==> src/sv/crkc_pkg.sv <==
`default_nettype none

package crkc_pkg;

   localparam int CAPACITY_DEF    = 8;
   localparam int HANDLE_BITS_DEF = 16;
   localparam int HASH_WORDS      = 4;

   // result status codes
   localparam logic [2:0] STATUS_HIT    = 3'd0;
   localparam logic [2:0] STATUS_FILL   = 3'd1;
   localparam logic [2:0] STATUS_EVICT  = 3'd2;
   localparam logic [2:0] STATUS_MISS   = 3'd3;
   localparam logic [2:0] STATUS_BYPASS = 3'd4;

   typedef struct packed {
      logic [31:0] key_epoch;
      logic [63:0] block_hash_w0;
      logic [63:0] block_hash_w1;
      logic [63:0] block_hash_w2;
      logic [63:0] block_hash_w3;
      logic [63:0] bundle_hash_w0;
      logic [63:0] bundle_hash_w1;
      logic [63:0] bundle_hash_w2;
      logic [63:0] bundle_hash_w3;
      logic [15:0] new_handle;
      logic        publish;
   } req_type;

   typedef struct packed {
      logic [2:0]  status;
      logic [2:0]  slot;
      logic [15:0] handle_out;
      logic [15:0] evicted_handle;
   } rsp_type;

   typedef struct packed {
      logic [31:0]                 epoch;
      logic [HASH_WORDS-1:0][63:0] block_hash;
      logic [HASH_WORDS-1:0][63:0] bundle_hash;
   } key_type;

   // controller to datapath
   typedef struct packed {
      logic load;
      logic compare;
      logic hit_start;
      logic fill;
      logic sweep;
      logic hit_done;
      logic evict_done;
      logic set_bypass;
      logic set_miss;
   } ctrl_cmd_type;

   // datapath to controller
   typedef struct packed {
      logic enable;
      logic publish;
      logic any_hit;
      logic any_empty;
      logic hand_used;
   } ctrl_status_type;

endpackage

`default_nettype wire

==> src/sv/crkc_ctrl.sv <==
`default_nettype none

module crkc_ctrl
   import crkc_pkg::*;
(
   input  wire logic             clock,
   input  wire logic             reset,
   input  wire logic             req_valid,
   output logic                  req_stall,
   output logic                  rsp_valid,
   input  wire logic             rsp_stall,
   input  wire ctrl_status_type  status,
   output ctrl_cmd_type          cmd
);

   typedef enum logic [6:0] {
      S_IDLE     = 7'b0000001,
      S_CHECK    = 7'b0000010,
      S_DECIDE   = 7'b0000100,
      S_SWEEP    = 7'b0001000,
      S_HIT_RD   = 7'b0010000,
      S_EVICT_RD = 7'b0100000,
      S_RESP     = 7'b1000000
   } state_type;

   state_type state_ff, state_in;

   always_comb begin
      state_in = state_ff;
      cmd      = '0;
      unique case (state_ff)
         S_IDLE: begin
            if (req_valid) begin
               cmd.load = 1'b1;
               state_in = S_CHECK;
            end
         end
         S_CHECK: begin
            if (!status.enable) begin
               cmd.set_bypass = 1'b1;
               state_in       = S_RESP;
            end else begin
               cmd.compare = 1'b1;
               state_in    = S_DECIDE;
            end
         end
         S_DECIDE: begin
            if (status.any_hit) begin
               cmd.hit_start = 1'b1;
               state_in      = S_HIT_RD;
            end else if (!status.publish) begin
               cmd.set_miss = 1'b1;
               state_in     = S_RESP;
            end else if (status.any_empty) begin
               cmd.fill = 1'b1;
               state_in = S_RESP;
            end else begin
               state_in = S_SWEEP;
            end
         end
         S_SWEEP: begin
            cmd.sweep = 1'b1;
            if (!status.hand_used) state_in = S_EVICT_RD;
         end
         S_HIT_RD: begin
            cmd.hit_done = 1'b1;
            state_in     = S_RESP;
         end
         S_EVICT_RD: begin
            cmd.evict_done = 1'b1;
            state_in       = S_RESP;
         end
         S_RESP: begin
            if (!rsp_stall) state_in = S_IDLE;
         end
         default: state_in = S_IDLE;
      endcase
   end

   always_ff @(posedge clock) begin
      if (reset) begin
         state_ff <= S_IDLE;
      end else begin
         state_ff <= state_in;
      end
   end

   assign req_stall = (state_ff != S_IDLE);
   assign rsp_valid = (state_ff == S_RESP);

   a_one_at_a_time: assert property (@(posedge clock) disable iff (reset)
      rsp_valid |-> req_stall)
      else $error("request taken while a result is pending");

   a_state_onehot: assert property (@(posedge clock) disable iff (reset)
      $onehot(state_ff))
      else $error("state register not one-hot");

   a_rsp_held: assert property (@(posedge clock) disable iff (reset)
      rsp_valid && rsp_stall |=> rsp_valid)
      else $error("stalled result beat dropped");

endmodule

`default_nettype wire

==> config.mk <==
export PLATFORM = sky130hd
export DESIGN_NAME = crkc_ctrl
export DESIGN_NICKNAME = d
export VERILOG_FILES = /design/src/sv/crkc_pkg.sv /design/src/sv/crkc_ctrl.sv
export SDC_FILE = /design/constraint.sdc
export NUM_CORES = 1
export LEC_CHECK = 0
export BUFFER_PORTS_ARGS = -buffer_cell sky130_fd_sc_hd__buf_2
export CORE_AREA = 4 4 41 43
export DETAILED_ROUTE_END_ITERATION = 10
export DIE_AREA = 0 0 45 47
export PLACE_DENSITY = 0.65
export SLEW_MARGIN = 20
export SYNTH_ARGS = -nofsm -noshare
export SYNTH_HDL_FRONTEND = slang
export SYNTH_SLANG_ARGS = --single-unit
export TNS_END_PERCENT = 5
==> constraint.sdc <==
create_clock -name clock -period 1.85 [get_ports clock]
set_input_delay 0.185 -clock clock [delete_from_list [all_inputs] [get_ports clock]]
set_output_delay 0.185 -clock clock [all_outputs]
set_load 0.02 [all_outputs]
======== Yosys cells after proc, flatten, opt, wreduce, memory -nomap -nowiden ========
Cells that the tools add are included.
operators by class
  reductions and logical operators ........ 2
  equality and inequality tests ........... 11
  multiplexer cells ....................... 25
operator list
  operator                                               count
  two-way mux 7 bit                                      7
  case mux 7 bit (6 select lines)                        1
  two-way mux 1 bit                                      16
  equality test 7 x 1 -> 1 bit, second input constant    1
  equality test 7 x 2 -> 1 bit, second input constant    1
  equality test 7 x 3 -> 1 bit, second input constant    1
  equality test 7 x 4 -> 1 bit, second input constant    1
  equality test 7 x 5 -> 1 bit, second input constant    1
  equality test 7 x 6 -> 1 bit, second input constant    1
  equality test 7 bit, second input constant             1
  inequality test 7 x 1 -> 1 bit, second input constant  1
  inequality test 2 bit, second input constant           3
  AND reduction 3 bit                                    1
  two-way mux 2 bit                                      1
  OR reduction 2 bit                                     1
storage, ports and cells
  word-level logic and storage cells ...... 39
  flip-flop bits (word level) ............. 7
  input bits .............................. 9
  output and inout port bits .............. 11

======== Longest topological paths before layout ========
Gate-level depths: netlist (run 1).
  word-level depth ........................ 4
  mapped depth ............................ 5
  gate-level depth less buffers ........... 4

======== Worst setup path after synthesis (run 1) ========
Ideal clock, no wire load.
  kind .................................... reg-to-reg
  start point ............................. register state_ff[4]
  end point ............................... register state_ff[4]
  arrival time ............................ 1.629 ns
  period minus slack after synthesis ...... 1.695 ns
  path slack .............................. 0.155 ns
  required time ........................... 1.784 ns
  path buffers ............................ 0
  cell stages (with the launch flop) ...... 4
  library setup time ...................... 0.066 ns
  cells stage by stage .................... dfxtp_1 > or4_4 > nor4_2 > nor2b_1
between the ends
  word-level cells in the longest chain between the ends .. 3
  elaborated cells between the ends (all ways) .. 13
  those cells by class .................... eq/ne: 10; mux: 1; reduce/logical: 2
ends and longest elaborated chain
  element                                                                        line             RTL
  start: declaration                                                             crkc_ctrl.sv:26  state_type state_ff, state_in;
  start signal: assignment                                                       crkc_ctrl.sv:84  state_ff <= state_in;
  equality test 7 x 5 -> 1 bit, or another cell as far along                     crkc_ctrl.sv:31  unique case (state_ff)
  OR reduction 2 bit (no line) / inequality test 2 bit (equally long branches)   -
  case mux 7 bit (6 select lines) / AND reduction 3 bit (equally long branches)  -
Several ways; a longest one is shown, not always the timed one.
A chain may end at the register's enable or synchronous reset.

==> flow_metrics.env, run 1 <==
export IMPL_status="finished with violations"
export IMPL_violations="negative setup slack"
export IMPL_place_gp_congestion=0.736
export IMPL_die_y_um=47
export IMPL_synthAdderAreaFrac=0
export IMPL_synth_cell_types=33
export IMPL_leakage_nw=0.299
export IMPL_initial_core_util=0.395
export IMPL_postSynthCellCount=58
export IMPL_finalSetupViolations=5
export IMPL_whs_ns=0.125
export IMPL_async_reset_ff_frac=0
export IMPL_clk_pin_slew_ns=0.06
export IMPL_fin_cells=98
export IMPL_placed_cells=92
export IMPL_max_cap_violations=0
export IMPL_synth_ff_type="dfxtp_1"
export IMPL_cts_tree="built"
export IMPL_die_w_um=45
export IMPL_synthMuxAreaShare=0
export IMPL_synth_compound_area_share=0.0925
export IMPL_yosys_area_share_xor_xnor=0.0341
export IMPL_largest_reg_flops=7
export IMPL_setup_tns_ns=-0.328
export IMPL_io_pins=20
export IMPL_detail_route_antenna_nets=0
export IMPL_maxSlewHeadroom=0.717
export IMPL_reg_top3="state_ff (7)"
export IMPL_yosysTopAreaCell="dfxtp_1"
export IMPL_timing_rr_end="state_ff[6]$_SDFFE_PP0P_"
export IMPL_yosys_warnings=0
export IMPL_min_delay_path_class="input port to flip-flop"
export IMPL_yosys_top_cells_area="dfxtp_1, nor4b_4, nor3_1"
export IMPL_area_delta_synth_final_pct=39.7
export IMPL_clock_sinks=7
export IMPL_cts_made_buffers=3
export IMPL_critPathKind="flip-flop to primary output"
export IMPL_yosysTopAreaCellShare=0.273
export IMPL_hold_viol_final=0
export IMPL_synth_edf_count=0
export IMPL_critPathArrivalTime_ns=1.76
export IMPL_post_dp_hpwl_um=978
export IMPL_rrSetupSlack_ns=0.20
export IMPL_route_detailed_drc=0
export IMPL_rows=13
export IMPL_peakVddDrop_mv=0.367
export IMPL_finalWorstSetupSlack_ns=-0.0930
export IMPL_first_iter_violations=10
export IMPL_dr_pass1_iters=4
export IMPL_postCtsHoldBufs=0
export IMPL_grt_max_degree=11
export IMPL_drive_above_1_share=0.470
export IMPL_synth_area_sq_um=514
export IMPL_rr_worst_depth=5
export IMPL_powerDensity_nw_per_um2=556
export IMPL_diodes=0
export IMPL_fin_crit_ns=1.94
export IMPL_grt_pass1_vias=465
export IMPL_die_area_sq_um=2120
export IMPL_ys_seq_area_frac=0.273
export IMPL_utilization=0.552
export IMPL_avgViaCountPerCell=5.46
export IMPL_skew_ns=0.00666
export IMPL_vias=535
export IMPL_grt_pass1_wl_um=2080
export IMPL_layout_common_cells="buf_2, buf_4, nor2_1, inv_1, dfxtp_1"
export IMPL_grt_usage=0.139
export IMPL_htree_num_levels=1
export IMPL_min_path_cells=2
export IMPL_wl_per_cell_um=14.5
export IMPL_tightest_slew_ns=0.423
export IMPL_avgSynthCellArea_sq_um=8.87
export IMPL_worstSetupStartpointType="flip-flop"
export IMPL_core_sq_um=1300
export IMPL_finalCritPeriodShare=1.05
export IMPL_reg2reg_from="state_ff[4]$_SDFFE_PP0P_"
export IMPL_min_from="status[0]"
export IMPL_synth_fp_nets=67
export IMPL_grt_setup_unrepaired="true"
export IMPL_end_kind="primary output"
export IMPL_grt_ovfl_total=0
export IMPL_fmax_mhz=515
export IMPL_clockRootBuffer="clkbuf_4"
export IMPL_antenna_found_initial=0
export IMPL_crit_required_ns=1.66
export IMPL_nNetsFinal=93
export IMPL_largest_register="state_ff"
export IMPL_portBuffers=19
export IMPL_hold_path_end="state_ff[5]$_SDFFE_PP0P_"
export IMPL_synth_seq_cells=7
export IMPL_path_max_fanout=3
export IMPL_wirelength_um=1420
export IMPL_yosys_area_share_simple=0.521
export IMPL_slew_viol_final=0
export IMPL_clock_latency_ns=0.26
export IMPL_layout_commonest_cell="buf_2"
export IMPL_cts_buffer_depth=2
export IMPL_synth_top_family_by_area="simple AND/OR/NAND/NOR gates"
## cell families after synthesis
kind of cell	after synthesis
and+or+nand+nor	34
AOI/OAI and AO/OA	7
buffers and inverters	8
DFF	7
xor gates and xnor gates	2
## timing repair
item / in CTS / in global routing
gates cloned: 0 / 0
pin swaps: 2 / 2
setup endpoints to repair: 6 / 7
buffers inserted: 2 / 0
resized for setup: 8 / 6
## worst max-delay path: stages (launching register included)
cell and delay, ns:
dfxtp_1 0.31, or4_4 0.58, nor4_4 0.29, and3_1 0.19, buf_4 0.13
## metal layers
metal,track usage,vias up,share of wire
li1,-,261,-
met2,0.226,22,0.49
met4,0.0175,0,0.0099
met3,0.0766,4,0.083
met1,0.167,248,0.42
met5,0,-,0
## report_power, final
group | switching (mW) | internal, mW | leakage, nW | total (mW)
logic | 0.0547 | 0.0413 | 0.226 | 0.0960
clock network | 0.0588 | 0.0824 | 0.0150 | 0.141
registers | 0.00585 | 0.156 | 0.0579 | 0.162
## final cells by class
type                            count  area, sq um
Clock buffer                        4         26.3
Inverter                            5         18.8
Fill cell                         126          583
Sequential cell                     7          143
Multi-Input combinational cell     43          357
Tap cell                           15         18.8
Timing Repair Buffer               24          155
## metrics by stage
stage / setup slack [ns] / power [mW] / area [sq um]
global route: -0.144 / 0.425 / 718
global placement: 0.122 / 0.248 / 628
finish: -0.0930 / 0.399 / 718
floorplan: 0.155 / 0.218 / 514
detailed placement: 0.0842 / 0.249 / 628
CTS: -0.131 / 0.396 / 693
## synthesized netlist by cell type, types with 2 or more instances
library cell / instances
nor4b_4: 2
o21ai_0: 2
inv_1: 5
dfxtp_1: 7
nand2_1: 4
nor4b_1: 2
nor3_1: 5
nor2_1: 5
nor3b_1: 2
## how the worst max path moves through the flow
stage / start / endpoint / slack (ns) / depth (start not counted)
global route: state_ff[4]$_SDFFE_PP0P_ / cmd[5] / -0.14 / 4
detailed placement: state_ff[5]$_SDFFE_PP0P_ / cmd[5] / 0.08 / 4
floorplan: state_ff[4]$_SDFFE_PP0P_ / state_ff[4]$_SDFFE_PP0P_ / 0.16 / 3
global placement: state_ff[5]$_SDFFE_PP0P_ / cmd[5] / 0.12 / 4
CTS: state_ff[4]$_SDFFE_PP0P_ / cmd[5] / -0.13 / 4
finish: state_ff[4]$_SDFFE_PP0P_ / cmd[5] / -0.09 / 4
(Power assumes the default switching activity.)
==> run 2: changes to the inputs <==
Clock period 1.85 ns to 2.4 ns, I/O delays scaled along.
==> flow_metrics.env, run 2 (synthesized netlist as in run 1, its figures left out) <==
export IMPL_cts_buffer_depth=2
export IMPL_slew_viol_final=0
export IMPL_end_kind="primary output"
export IMPL_powerDensity_nw_per_um2=458
export IMPL_worstSetupStartpointType="flip-flop"
export IMPL_die_y_um=47
export IMPL_portBuffers=19
export IMPL_postCtsHoldBufs=0
export IMPL_cts_resized=0
export IMPL_rrSetupSlack_ns=0.77
export IMPL_setup_tns_ns=0
export IMPL_place_gp_congestion=0.722
export IMPL_placed_cells=89
export IMPL_fin_crit_ns=2.09
export IMPL_total_power_mw=0.290
export IMPL_post_cts_buffers=0
export IMPL_reg_top3="state_ff (7)"
export IMPL_finalWorstSetupSlack_ns=0.307
export IMPL_first_iter_violations=10
export IMPL_area_delta_synth_final_pct=22.9
export IMPL_status="completed"
export IMPL_avgViaCountPerCell=5.30
export IMPL_finalCritPeriodShare=0.872
export IMPL_min_delay_path_class="input port to flip-flop"
export IMPL_grt_usage=0.121
export IMPL_die_area_sq_um=2120
export IMPL_core_sq_um=1300
export IMPL_grt_max_degree=11
export IMPL_tightest_slew_ns=0.454
export IMPL_vias=493
export IMPL_fmax_mhz=478
export IMPL_max_cap_violations=0
export IMPL_layout_commonest_cell="buf_2"
export IMPL_wl_per_cell_um=12.7
export IMPL_grt_setup_unrepaired="false"
export IMPL_largest_register="state_ff"
export IMPL_die_w_um=45
export IMPL_startpoint="state_ff[4]$_SDFFE_PP0P_"
export IMPL_diodes=0
export IMPL_finalSetupViolations=0
export IMPL_critPathArrivalTime_ns=1.85
export IMPL_leakage_nw=0.270
export IMPL_peakVddDrop_mv=0.433
export IMPL_grt_pass1_wl_um=1790
export IMPL_clock_sinks=7
export IMPL_largest_reg_flops=7
export IMPL_skew_ns=0.00129
export IMPL_htree_num_levels=1
export IMPL_rows=13
export IMPL_fin_cells=93
export IMPL_min_from="status[0]"
export IMPL_route_detailed_drc=0
export IMPL_post_place_ws_ns=0.567
export IMPL_path_max_fanout=6
export IMPL_io_pins=20
export IMPL_cts_tree="built"
export IMPL_clockRootBuffer="clkbuf_4"
export IMPL_post_dp_hpwl_um=947
export IMPL_hold_viol_final=0
export IMPL_wirelength_um=1180
export IMPL_reg2reg_from="state_ff[4]$_SDFFE_PP0P_"
export IMPL_clock_latency_ns=0.25
export IMPL_antenna_found_initial=0
export IMPL_cts_made_buffers=3
export IMPL_layout_common_cells="buf_2, dfxtp_1, nor2_1, nor3_1, inv_1"
export IMPL_crit_required_ns=2.16
export IMPL_critPathKind="flip-flop to primary output"
export IMPL_grt_ovfl_total=0
export IMPL_detail_route_antenna_nets=0
export IMPL_drive_above_1_share=0.385
export IMPL_clk_pin_slew_ns=0.05
export IMPL_initial_core_util=0.395
export IMPL_maxSlewHeadroom=0.697
export IMPL_nNetsFinal=88
export IMPL_grt_pass1_vias=412
export IMPL_dr_pass1_iters=4
[run 2: cell count changes in the layout (fill, tap and decap cells not counted), moves of 2 or more]
cell / previous run / this run
buf_2: 13 / 19
buf_4: 9 / 0
buf_6: 2 / 0
dfxtp_1: 5 / 7
dfxtp_2: 2 / 0
[run 2: metal layers]
metal | vias up | global-route usage | part of all wire
li1 | 253 | - | -
met1 | 222 | 0.135 | 0.42
met2 | 18 | 0.195 | 0.49
met3 | 0 | 0.0728 | 0.086
met4 | 0 | 0.0351 | 0
met5 | - | 0 | 0
[run 2: final timing paths]
path / cells past startpoint / end
min reg2reg: 2 / state_ff[2]$_SDFFE_PP0P_
max: 4 / cmd[5]
max reg2reg: 4 / state_ff[6]$_SDFFE_PP0P_
min: 2 / state_ff[5]$_SDFFE_PP0P_
[run 2: through the flow]
step,cell area [sq um],hold slack [ns],util
detailed placement,606,0.448,0.465
global placement,606,0.455,0.465
CTS,632,0.184,0.486
global route,632,0.172,0.486
floorplan,514,0.309,-
finish,632,0.189,0.486
[run 2: power by group]
| group | leakage (nW) | internal, mW | switching [mW] |
|---|---|---|---|
| clock network | 0.0150 | 0.0632 | 0.0404 |
| registers | 0.0569 | 0.121 | 0.00693 |
| logic | 0.198 | 0.0238 | 0.0348 |
| total | 0.270 | 0.208 | 0.0821 |
[run 2: critical path, cell delays in order, from the launching register on]
cell,delay [ns]
dfxtp_1,0.35
or4_4,0.63
nor4_4,0.28
and3_1,0.18
buf_2,0.16
[run 2: area by class of cell]
type	count	area [sq um]
Clock buffer	4	26.3
Inverter	5	18.8
Fill cell	144	669
Sequential cell	7	140
Timing Repair Buffer	19	95.1
Multi-Input combinational cell	43	333
Tap cell	15	18.8
==> run 3: changes to the inputs <==
Settings changed: BUFFER_PORTS_ARGS -buffer_cell sky130_fd_sc_hd__buf_2 to not set, CORE_AREA 4 4 41 43 to 2 2 39 41, DIE_AREA 0 0 45 47 to 0 0 41 43, DONT_BUFFER_PORTS set to 1, PLACE_DENSITY 0.65 to 0.52.
==> flow_metrics.env, run 3 (synthesized netlist as in run 1, its figures left out) <==
export IMPL_diodes=0
export IMPL_peakVddDrop_mv=0.309
export IMPL_intPower_mw=0.197
export IMPL_finalCritPeriodShare=0.861
export IMPL_cts_tree="built"
export IMPL_rr_worst_depth=4
export IMPL_die_area_sq_um=1760
export IMPL_rows=14
export IMPL_grt_max_degree=11
export IMPL_detail_route_antenna_nets=0
export IMPL_layout_common_cells="dfxtp_1, nor2_1, nor3_1, inv_1, nand2_1"
export IMPL_initial_core_util=0.372
export IMPL_die_y_um=43
export IMPL_route_detailed_drc=0
export IMPL_cp_slowest_cell="or4_4"
export IMPL_die_w_um=41
export IMPL_fin_crit_ns=2.07
export IMPL_maxSlewHeadroom=0.599
export IMPL_seqPwrFrac=0.453
export IMPL_place_gp_congestion=0.729
export IMPL_powerDensity_nw_per_um2=498
export IMPL_clk_pin_slew_ns=0.06
export IMPL_avgViaCountPerCell=5.73
export IMPL_skew_ns=0.00393
export IMPL_timing_rr_end="state_ff[6]$_SDFFE_PP0P_"
export IMPL_drive_above_1_share=0.242
export IMPL_leakage_nw=0.198
export IMPL_postCtsHoldBufs=0
export IMPL_p_sw_mw=0.0822
export IMPL_crit_required_ns=2.16
export IMPL_grt_usage=0.134
export IMPL_critPathArrivalTime_ns=1.83
export IMPL_grt_setup_unrepaired="false"
export IMPL_htree_num_levels=1
export IMPL_end_kind="primary output"
export IMPL_min_delay_path_class="input port to flip-flop"
export IMPL_reg2reg_from="state_ff[4]$_SDFFE_PP0P_"
export IMPL_area_delta_synth_final_pct=9.25
export IMPL_wirelength_um=1020
export IMPL_clock_sinks=7
export IMPL_max_stage_delay_ns=0.62
export IMPL_finalSetupViolations=0
export IMPL_core_sq_um=1380
export IMPL_nNetsFinal=72
export IMPL_io_pins=20
export IMPL_rrSetupSlack_ns=0.55
export IMPL_post_cts_buffers=0
export IMPL_tightest_slew_ns=0.597
export IMPL_path_max_fanout=6
export IMPL_wl_per_cell_um=13.1
export IMPL_max_cap_violations=0
export IMPL_largest_register="state_ff"
export IMPL_critPathKind="flip-flop to primary output"
export IMPL_clock_latency_ns=0.25
export IMPL_fmax_mhz=484
export IMPL_fillCellCount=145
export IMPL_crit_chain="or4_4 > nor4_4 > and3_1"
export IMPL_cp_endpoint="cmd[5]"
export IMPL_dr_pass1_iters=4
export IMPL_antenna_found_initial=0
export IMPL_pwr_share_comb=0.156
export IMPL_largest_reg_flops=7
export IMPL_hold_viol_final=0
export IMPL_first_iter_violations=12
export IMPL_post_dp_hpwl_um=805
export IMPL_vias=447
export IMPL_grt_pass1_wl_um=1500
export IMPL_cts_buffer_depth=2
export IMPL_startpoint="state_ff[4]$_SDFFE_PP0P_"
export IMPL_p_clk_frac=0.391
export IMPL_portBuffers=0
export IMPL_grt_pass1_vias=371
export IMPL_reg_top3="state_ff (7)"
export IMPL_cts_resized=0
export IMPL_p_sw_frac=0.294
export IMPL_slew_viol_final=0
export IMPL_grt_ovfl_total=0
export IMPL_utilization=0.406
export IMPL_layout_commonest_cell="dfxtp_1"
export IMPL_status="completed"
export IMPL_setup_tns_ns=0
export IMPL_worstSetupStartpointType="flip-flop"
export IMPL_cts_made_buffers=3
export IMPL_clockRootBuffer="clkbuf_4"
==> run 3: cell count changes in the layout (fill, tap and decap cells not counted) <==
cell / change
clkbuf_1: -1
buf_4: +3
buf_2: -19
clkinv_2: +1
==> run 3: worst max-delay path, delay by kind of cell (launching register included) <==
| family | cells | cell delay, ns |
|---|---|---|
| AND/OR/NAND/NOR | 3 | 1.22 |
| flip-flops | 1 | 0.35 |
==> run 3: worst min path at each step <==
| stage | startpoint | cells past startpoint | end | slack (ns) |
|---|---|---|---|---|
| 6_report | status[0] | 1 | state_ff[5]$_SDFFE_PP0P_ | 0.04 |
| 5_1_grt | status[0] | 1 | state_ff[5]$_SDFFE_PP0P_ | 0.02 |
| 4_1_cts | status[0] | 1 | state_ff[5]$_SDFFE_PP0P_ | 0.03 |
| 3_5_place_dp | status[0] | 1 | state_ff[5]$_SDFFE_PP0P_ | 0.31 |
| 3_3_place_gp | status[0] | 1 | state_ff[5]$_SDFFE_PP0P_ | 0.31 |
| 2_1_floorplan | status[0] | 1 | state_ff[5]$_SDFFE_PP0P_ | 0.31 |
==> run 3: routing by layer <==
metal,up-vias,wire [um],global-route usage
met4,0,0,0.0400
met2,16,471,0.159
li1,222,-,-
met5,-,0,0
met1,209,463,0.184
met3,0,90,0.0995
==> run 3: area by class of cell <==
class	instances	area [sq um]	share of cell area
well taps	16	20.0	0.0356
clock inverters	1	5.00	0.00891
flip-flops and latches	7	140	0.249
multi-input cells	43	333	0.592
clock buffers	3	22.5	0.0401
inverters	5	18.8	0.0334
repair buffers	3	22.5	0.0401
==> run 3: power groups by stage <==
stage,Sequential [mW],Combinational [mW],Clock [mW]
floorplan,0.127,0.0411,0
global placement,0.130,0.0440,0
detailed placement,0.129,0.0438,0
CTS,0.127,0.0439,0.115
global route,0.128,0.0472,0.123
finish,0.127,0.0436,0.109
==> run 3: through the flow <==
stage | cell area (sq um) | instances | total power, mW | hold WS, ns | setup WS (ns)
floorplan | 514 | 58 | 0.168 | 0.309 | 0.671
global placement | 534 | 74 | 0.174 | 0.313 | 0.594
detailed placement | 534 | 74 | 0.173 | 0.313 | 0.572
CTS | 562 | 78 | 0.286 | 0.0335 | 0.320
global route | 562 | 78 | 0.298 | 0.0216 | 0.262
finish | 562 | 78 | 0.280 | 0.0446 | 0.334
